[config.mk]
export PLATFORM = sky130hd
export DESIGN_NAME = ldt_ctrl
export DESIGN_NICKNAME = d
export VERILOG_FILES = /design/src/hdl/ldt_pkg.sv /design/src/hdl/ldt_ctrl.sv
export VERILOG_INCLUDE_DIRS = /design/src /design/src/hdl
export SDC_FILE = /design/constraint.sdc
export NUM_CORES = 2
export LEC_CHECK = 0
export CAP_MARGIN = 20
export CORE_UTILIZATION = 50
export CTS_BUF_LIST = sky130_fd_sc_hd__clkbuf_8
export DETAILED_ROUTE_END_ITERATION = 10
export DONT_BUFFER_PORTS = 1
export PLACE_DENSITY = 0.71
export SYNTH_ARGS = -nofsm -noshare
export SYNTH_HDL_FRONTEND = slang
export SYNTH_SLANG_ARGS = --single-unit
[constraint.sdc]
create_clock -name clk -period 18 [get_ports clk]
set_input_delay 0.9 -clock clk [delete_from_list [all_inputs] [get_ports clk]]
set_output_delay 0.9 -clock clk [all_outputs]
set_load 0.01 [all_outputs]
[src/hdl/latency_pacing_deadline_table_macros.svh]
// Assertion macros for the latency pacing deadline table.
// Used by ldt_ctrl, which checks its own logic; expects clk and rst_n in scope.
`ifndef LATENCY_PACING_DEADLINE_TABLE_MACROS_SVH
`define LATENCY_PACING_DEADLINE_TABLE_MACROS_SVH

// Same-cycle implication, disabled during reset.
`define LDT_ASSERT_IMP(lbl, ante, cons, msg) \
  lbl: assert property (@(posedge clk) disable iff (!rst_n) (ante) |-> (cons)) \
    else $error(msg);

// Next-cycle implication, disabled during reset.
`define LDT_ASSERT_NXT(lbl, ante, cons, msg) \
  lbl: assert property (@(posedge clk) disable iff (!rst_n) (ante) |=> (cons)) \
    else $error(msg);

`endif

[src/hdl/ldt_pkg.sv]
// Package for the latency pacing deadline table: request types, codes and states.
// No dependencies.
`timescale 1ns / 1ps
package ldt_pkg;

  localparam int TIME_W        = 48;
  localparam int SLOTS_DEFAULT = 32;

  localparam logic [TIME_W-1:0] TARGET_RESET = 48'd1000;
  localparam logic [TIME_W-1:0] TIME_MAX     = {TIME_W{1'b1}};

  localparam logic       MODE_COMPLETE = 1'b0;
  localparam logic       MODE_POLL     = 1'b1;

  localparam logic [1:0] KIND_RELEASE   = 2'd0;
  localparam logic [1:0] KIND_ARMED     = 2'd1;
  localparam logic [1:0] KIND_POLL_DONE = 2'd2;

  typedef struct packed {
    logic              mode;
    logic [4:0]        slot;
    logic [TIME_W-1:0] start_time;
    logic [TIME_W-1:0] now_time;
  } in_req_t;

  typedef struct packed {
    logic [1:0]        kind;
    logic [4:0]        slot_out;
    logic [TIME_W-1:0] timeout;
    logic              timeout_valid;
    logic              last;
  } out_req_t;

  typedef enum logic [3:0] {
    S_IDLE,
    S_C1,
    S_C2,
    S_C3,
    S_C4,
    S_C5,
    S_C6,
    S_P0,
    S_P_RD,
    S_P_CMP,
    S_P_UPD,
    S_P_FIN
  } ldt_state_t;

endpackage

[src/hdl/ldt_ctrl.sv]
// Sequencer and datapath of the latency pacing deadline table.
// Depends on ldt_pkg and the assertion macros; drives the deadline and slack RAMs.
`timescale 1ns / 1ps
`include "latency_pacing_deadline_table_macros.svh"
module ldt_ctrl
  import ldt_pkg::*;
#(
  parameter int SLOTS = SLOTS_DEFAULT,
  parameter int AW    = 5
) (
  input  logic              clk,
  input  logic              rst_n,
  input  logic              in_valid,
  output logic              in_ready,
  input  in_req_t           in_req,
  output logic              out_valid,
  input  logic              out_ready,
  output out_req_t          out_req,
  input  logic              cfg_we,
  input  logic [TIME_W-1:0] cfg_wdata,
  output logic              mem_re,
  output logic [AW-1:0]     mem_raddr,
  output logic [AW-1:0]     mem_waddr,
  output logic              dl_we,
  output logic [TIME_W-1:0] dl_wdata,
  input  logic [TIME_W-1:0] dl_rdata,
  output logic              sl_we,
  output logic [TIME_W-1:0] sl_wdata,
  input  logic [TIME_W-1:0] sl_rdata
);

  localparam int IW = $clog2(SLOTS + 1);

  function automatic logic [TIME_W-1:0] sat_add(input logic [TIME_W-1:0] a,
                                                input logic [TIME_W-1:0] b);
    logic [TIME_W:0] s;
    s = {1'b0, a} + {1'b0, b};
    return s[TIME_W] ? TIME_MAX : s[TIME_W-1:0];
  endfunction

  ldt_state_t        state_r, state_nxt;
  logic [TIME_W-1:0] target_r;
  in_req_t           req_r;
  logic [IW-1:0]     idx_r, idx_nxt;
  logic              ev_r, ev_nxt;
  logic [TIME_W-1:0] ed_r, ed_nxt;
  logic [SLOTS-1:0]  armed_r, armed_nxt;
  logic [SLOTS-1:0]  svld_r, svld_nxt;
  logic              out_valid_r;
  out_req_t          out_req_r, out_nxt;
  logic              load_out;

  logic              rvld_r;
  logic [TIME_W-1:0] elapsed_r;
  logic              ge_r;
  logic [TIME_W-1:0] a_r;
  logic [TIME_W-1:0] new_slack_r;
  logic [TIME_W-1:0] rem2_r;
  logic              arm_r;
  logic [TIME_W-1:0] dl_r;
  logic              exp_r;
  logic [TIME_W-1:0] lat_r;

  logic              out_free;
  logic [AW-1:0]     slot_addr;
  logic [AW-1:0]     idx_addr;
  logic [TIME_W-1:0] slack_eff;
  logic [TIME_W:0]   ed_diff;
  logic              ed_after;
  logic [TIME_W-1:0] to_earliest;
  logic              in_range;
  logic [TIME_W:0]   d_el;
  logic [TIME_W:0]   d_rem;
  logic [TIME_W:0]   d_lat;

  assign out_free    = !out_valid_r || out_ready;
  assign slot_addr   = AW'(req_r.slot);
  assign idx_addr    = idx_r[AW-1:0];
  assign slack_eff   = rvld_r ? sl_rdata : '0;
  assign ed_diff     = {1'b0, ed_r} - {1'b0, req_r.now_time};
  assign ed_after    = !ed_diff[TIME_W] && (ed_diff[TIME_W-1:0] != '0);
  assign to_earliest = (ev_r && ed_after) ? ed_diff[TIME_W-1:0] : '0;
  assign in_range    = ({27'd0, in_req.slot} < 32'(SLOTS));
  assign d_el        = {1'b0, elapsed_r} - {1'b0, target_r};
  assign d_rem       = {1'b0, a_r} - {1'b0, slack_eff};
  assign d_lat       = {1'b0, req_r.now_time} - {1'b0, dl_rdata};

  assign in_ready  = (state_r == S_IDLE);
  assign out_valid = out_valid_r;
  assign out_req   = out_req_r;
  assign dl_wdata  = dl_r;

  always_ff @(posedge clk) begin
    if (!rst_n) begin
      state_r     <= S_IDLE;
      target_r    <= TARGET_RESET;
      idx_r       <= '0;
      ev_r        <= 1'b0;
      ed_r        <= TIME_MAX;
      armed_r     <= '0;
      svld_r      <= '0;
      out_valid_r <= 1'b0;
    end else begin
      state_r  <= state_nxt;
      idx_r    <= idx_nxt;
      ev_r     <= ev_nxt;
      ed_r     <= ed_nxt;
      armed_r  <= armed_nxt;
      svld_r   <= svld_nxt;
      if (cfg_we) begin
        target_r <= cfg_wdata;
      end
      if (load_out) begin
        out_valid_r <= 1'b1;
      end else if (out_ready) begin
        out_valid_r <= 1'b0;
      end
    end
  end

  always_comb begin
    state_nxt = state_r;
    idx_nxt   = idx_r;
    ev_nxt    = ev_r;
    ed_nxt    = ed_r;
    armed_nxt = armed_r;
    svld_nxt  = svld_r;
    load_out  = 1'b0;
    out_nxt   = out_req_r;
    mem_re    = 1'b0;
    mem_raddr = idx_addr;
    mem_waddr = slot_addr;
    dl_we     = 1'b0;
    sl_we     = 1'b0;
    sl_wdata  = new_slack_r;
    unique case (state_r)
      S_IDLE: begin
        if (in_valid) begin
          if (in_req.mode == MODE_POLL) begin
            state_nxt = S_P0;
          end else if (in_range) begin
            mem_re    = 1'b1;
            mem_raddr = AW'(in_req.slot);
            state_nxt = S_C1;
          end
        end
      end
      S_C1: state_nxt = S_C2;
      S_C2: state_nxt = S_C3;
      S_C3: state_nxt = S_C4;
      S_C4: state_nxt = S_C5;
      S_C5: begin
        sl_we              = 1'b1;
        svld_nxt[slot_addr] = 1'b1;
        armed_nxt[slot_addr] = arm_r;
        if (arm_r) begin
          dl_we = 1'b1;
          if (!ev_r || dl_r < ed_r) begin
            ed_nxt = dl_r;
            ev_nxt = 1'b1;
          end
        end
        state_nxt = S_C6;
      end
      S_C6: begin
        if (out_free) begin
          load_out = 1'b1;
          out_nxt  = '{kind: arm_r ? KIND_ARMED : KIND_RELEASE, slot_out: req_r.slot,
                       timeout: to_earliest, timeout_valid: ev_r, last: 1'b1};
          state_nxt = S_IDLE;
        end
      end
      S_P0: begin
        if (!ev_r || ed_after) begin
          if (out_free) begin
            load_out = 1'b1;
            out_nxt  = '{kind: KIND_POLL_DONE, slot_out: 5'd0, timeout: to_earliest,
                         timeout_valid: ev_r, last: 1'b1};
            state_nxt = S_IDLE;
          end
        end else begin
          ed_nxt    = TIME_MAX;
          ev_nxt    = 1'b0;
          idx_nxt   = '0;
          state_nxt = S_P_RD;
        end
      end
      S_P_RD: begin
        if (idx_r == IW'(SLOTS)) begin
          state_nxt = S_P_FIN;
        end else if (armed_r[idx_addr]) begin
          mem_re    = 1'b1;
          state_nxt = S_P_CMP;
        end else begin
          idx_nxt = idx_r + 1'b1;
        end
      end
      S_P_CMP: state_nxt = S_P_UPD;
      S_P_UPD: begin
        mem_waddr = idx_addr;
        if (exp_r) begin
          if (out_free) begin
            sl_we               = 1'b1;
            sl_wdata            = sat_add(slack_eff, lat_r);
            svld_nxt[idx_addr]  = 1'b1;
            armed_nxt[idx_addr] = 1'b0;
            load_out            = 1'b1;
            out_nxt = '{kind: KIND_RELEASE, slot_out: 5'(idx_r), timeout: '0,
                        timeout_valid: 1'b0, last: 1'b0};
            idx_nxt   = idx_r + 1'b1;
            state_nxt = S_P_RD;
          end
        end else begin
          if (!ev_r || dl_rdata < ed_r) begin
            ed_nxt = dl_rdata;
            ev_nxt = 1'b1;
          end
          idx_nxt   = idx_r + 1'b1;
          state_nxt = S_P_RD;
        end
      end
      S_P_FIN: begin
        if (out_free) begin
          load_out = 1'b1;
          out_nxt  = '{kind: KIND_POLL_DONE, slot_out: 5'd0, timeout: to_earliest,
                       timeout_valid: ev_r, last: 1'b1};
          state_nxt = S_IDLE;
        end
      end
      default: state_nxt = S_IDLE;
    endcase
  end

  always_ff @(posedge clk) begin
    if (state_r == S_IDLE && in_valid) begin
      req_r <= in_req;
    end
    if (mem_re) begin
      rvld_r <= svld_r[mem_raddr];
    end
    if (load_out) begin
      out_req_r <= out_nxt;
    end
    unique case (state_r)
      S_C1: elapsed_r <= req_r.now_time - req_r.start_time;
      S_C2: begin
        ge_r <= !d_el[TIME_W];
        a_r  <= d_el[TIME_W] ? (target_r - elapsed_r) : d_el[TIME_W-1:0];
      end
      S_C3: begin
        rem2_r <= d_rem[TIME_W-1:0];
        if (ge_r) begin
          new_slack_r <= sat_add(slack_eff, a_r);
          arm_r       <= 1'b0;
        end else if (!d_rem[TIME_W]) begin
          new_slack_r <= '0;
          arm_r       <= 1'b1;
        end else begin
          new_slack_r <= slack_eff - a_r;
          arm_r       <= 1'b0;
        end
      end
      S_C4: dl_r <= sat_add(req_r.now_time, rem2_r);
      S_P_CMP: begin
        exp_r <= !d_lat[TIME_W];
        lat_r <= d_lat[TIME_W-1:0];
      end
      default: begin
      end
    endcase
  end

  `LDT_ASSERT_IMP(a_scan_reads_armed, mem_re && state_r == S_P_RD, armed_r[idx_addr], "scan read of an idle slot")
  `LDT_ASSERT_IMP(a_no_rw_overlap, dl_we || sl_we, !mem_re, "RAM read and write in one cycle")
  `LDT_ASSERT_NXT(a_last_ends_item, load_out && out_nxt.last, state_r == S_IDLE, "final result without return to idle")
  `LDT_ASSERT_NXT(a_arm_sets_earliest, state_r == S_C5 && arm_r, ev_r, "armed deadline not tracked")

endmodule

==> impl_metrics.ini <==
[pwr]
switching_share_pct = 38.47
clkPwrFrac_pct = 28.7
p_sw_mw = 2.045
vdd.ir_drop.worst_mv = 0.08910
p_comb_share_pct = 36.1
seqPwrFrac_pct = 35.1
p_int_mw = 3.270
powerDensity_nw_per_um2 = 95.88
p_leak_nw = 24.71

[critical_path]
cp.required_ns = 17.10
path_cells = buf_4, nand2_1, inv_1, ha_1, inv_1, fa_1, nor2b_1, o21a_1, o21ai_0, a21oi_1, o211ai_1, a21oi_1, o211ai_1, a211oi_1, or3_1, o31ai_1, o31ai_1, buf_4, inv_1, buf_4, a21oi_1
cp_max_fo = 41
cp.buffers_inverters = 6
critPathLaunchType = register
slowest_stage = edfxtp_1
end_kind = output pin
critical_path.top_delay_family = compound AO/OA/AOI/OAI gates
critPathKind = register to output pin
cp.arrival_ns = 6.57
slowest_delay_ns = 0.67

[drt]
drc = 0
via_per_inst = 6.281
drt_iter0_drc = 4984
wl_per_cell_microns = 25.13
vias = 46322
drt-pass1-iter-count = 7
antenna_left = 0
wl_microns = 185300

[die]
ios = 419
die_h_microns = 323.9
num_rows = 117
dieArea_sq_um = 104900
core_area_sq_um = 102300
die_width_microns = 323.9
start_util_pct = 50.64

[grt]
grt_pass1_wl_microns = 268500
antenna_found_initial = 19
grt_pass1_vias = 42758
overflow = 0
grt_max_degree = 69
grt_usage_pct = 34.14

[synthesis]
synth_seq_cells = 622
ys_warn_count = 0
synth-edff-count = 450
synthTopCellsByArea = edfxtp_1 26%, ha_1 14%, dfxtp_1 6.6%, a21oi_1 5.9%, nor2_1 4.6%
synth_top_area_share_pct = 26.08
ys_types = 100
netlist_area_sq_um = 51820
ys_seq_area_share_pct = 32.72
netlist_instances = 5999
synth-async-reset-ratio_pct = 0
ys.flop_type = edfxtp_1
yosysTopAreaCell = edfxtp_1
synthesis.nets = 6835
avgSynthCellArea_sq_um = 8.638

[placed_design]
dp_slack_ns = 11.53
io_buffers = 0
dp_hpwl_microns = 146400
gp_congestion = 0.9955
placed_area_sq_um = 52870

[status]
status = finished, final reports clean

[timing]
fin_crit_sh_pct = 41.48
setup_violations = 0
drv_slew = 0
hold_viol_final = 0
clock_skew_ns = 0.04713
worst_slack_ns = 10.53
tightest_slew_ns = 1.001
clock.fmax_mhz = 133.9
rsz0062_at_grt = no
setup_tns_ns = 0
relSlewSlack_pct = 32.40
min_period_ns = 7.466

[clock_tree]
cts.clk_slew.worst_paths_ns = 0.07
cts_buffer_depth = 3
h-tree-depth = 3
clock_latency_ns = 0.82
cts_root_buf = clkbuf_8
cts_tree = yes
post_cts_buffers = 0
cts_hold_buf = 0
postCtsResizedCells = 0
clock-sinks = 622
numCtsBuffers = 110

[worst_hold_path]
hp-class = input port to register

[final_layout]
mostFrequentLayoutCell = nor2_1
drive_above_1_share_pct = 5.420
finish.utilization_pct = 54.17
area_delta_synth_final_pct = 6.961
design_area_sq_um = 55430
nNetsFinal = 6737
layout.cells.most_common_list = 636 x nor2_1, 609 x a21oi_1, 575 x ha_1

[flow_run]
drv_cap = 0
-- stage by stage --
step | std cells | power (mW) | hold WS (ns)
floorplan | 5999 | 3.178 | 0.4323
global placement | 7156 | 3.749 | 0.4405
detailed placement | 7156 | 3.757 | 0.4569
CTS | 7363 | 5.296 | 0.1066
global route | 7371 | 5.549 | 0.1203
finish | 7375 | 5.314 | 0.1819
-- final timing paths --
| check | end | from | slack [ns] | cells past startpoint |
|---|---|---|---|---|
| min reg2reg | svld_r[31]$_SDFFE_PN0P_ | svld_r[31]$_SDFFE_PN0P_ | 0.47 | 2 |
| max reg2reg | new_slack_r[47]$_DFFE_PP_ | rvld_r$_DFFE_PP_ | 11.56 | 17 |
| min | req_r[83]$_DFFE_PP_ | in_req[83] | 0.18 | 0 |
| max | sl_wdata[41] | rvld_r$_DFFE_PP_ | 10.53 | 21 |
-- layer usage --
metal  up-vias  global-route usage [%]  share of wire (%)
met5         -                       0              0.057
met1     21993                   42.56                 40
li1      21618                       -                  -
met2      2183                   54.99                 45
met3       512                   6.168                7.9
met4        16                   20.46                6.7
-- state kept, by name, indices dropped and copies added, names as in the netlist, 4 cells and up --
signal,count
svld_r,32
new_slack_r,48
idx_r,6
ed_r,48
dl_wdata,48
lat_r,48
a_r,48
slot_addr,5
rem2_r,48
req_r,96
state_r,4
elapsed_r,48
out_req,57
armed_r,32
target_r,48
-- cells in the mapped netlist, types with 11 or more instances --
| library cell | n |
|---|---|
| nor2_1 | 640 |
| mux4_2 | 12 |
| a221oi_1 | 45 |
| or2_2 | 21 |
| a22oi_1 | 62 |
| mux2i_1 | 77 |
| edfxtp_1 | 450 |
| o21bai_1 | 112 |
| a21oi_1 | 611 |
| nand2_1 | 358 |
| a21o_1 | 299 |
| xor2_1 | 108 |
| nor2b_1 | 80 |
| o221a_2 | 24 |
| dfxtp_1 | 172 |
| nor3_1 | 88 |
| o22ai_1 | 19 |
| nand4_1 | 71 |
| nand2b_1 | 77 |
| ha_1 | 575 |
| and2_1 | 37 |
| a2bb2oi_2 | 20 |
| a211oi_1 | 57 |
| or3_1 | 38 |
| and3b_1 | 12 |
| clkbuf_1 | 196 |
| o211ai_1 | 46 |
| a2bb2oi_1 | 30 |
| xnor2_1 | 177 |
| a211o_1 | 18 |
| inv_1 | 532 |
| o21a_1 | 59 |
| o21ai_0 | 352 |
| o31ai_1 | 35 |
| nor4_1 | 14 |
| a221o_1 | 11 |
| nand3_1 | 104 |
| a21boi_0 | 21 |
| buf_2 | 20 |
| and3_1 | 47 |
| o221ai_1 | 11 |
| buf_1 | 16 |
| a31oi_1 | 43 |
-- cells by family after synthesis --
kind of cell / share of synthesized area (%)
flip-flops: 32.72
multiplexers: 2.139
AND/OR/NAND/NOR: 14.62
XOR/XNOR: 4.817
buffers and inverters: 5.826
AO/OA/AOI/OAI: 25.58
adder cells (fa/ha/maj): 14.29
-- worst reg2reg max path: cells and delay by family (launching register included) --
kind	cells	cell delay (ns)
buffers and inverters	2	0.67
adder cells (fa/ha/maj)	1	0.40
AO/OA/AOI/OAI	8	2.86
multiplexers	1	0.16
flip-flops	1	0.67
AND/OR/NAND/NOR	5	1.38
-- final cells by class --
cell class | count | area (sq um)
clock buffers | 119 | 1638
well taps | 1368 | 1712
multi-input cells | 4597 | 31940
clock inverters | 88 | 867.1
repair buffers | 32 | 260.3
fillers | 9476 | 46900
flip-flops and latches | 622 | 16960
diodes | 11 | 27.53
inverters | 538 | 2022
-- power by group through the flow --
stage	registers, mW	logic (mW)	clock network, mW
floorplan	1.82	1.36	0
global placement	1.89	1.86	0
detailed placement	1.89	1.87	0
CTS	1.86	1.88	1.55
global route	1.87	2.07	1.61
finish	1.87	1.92	1.53
Power figures use the tool's default switching activity.
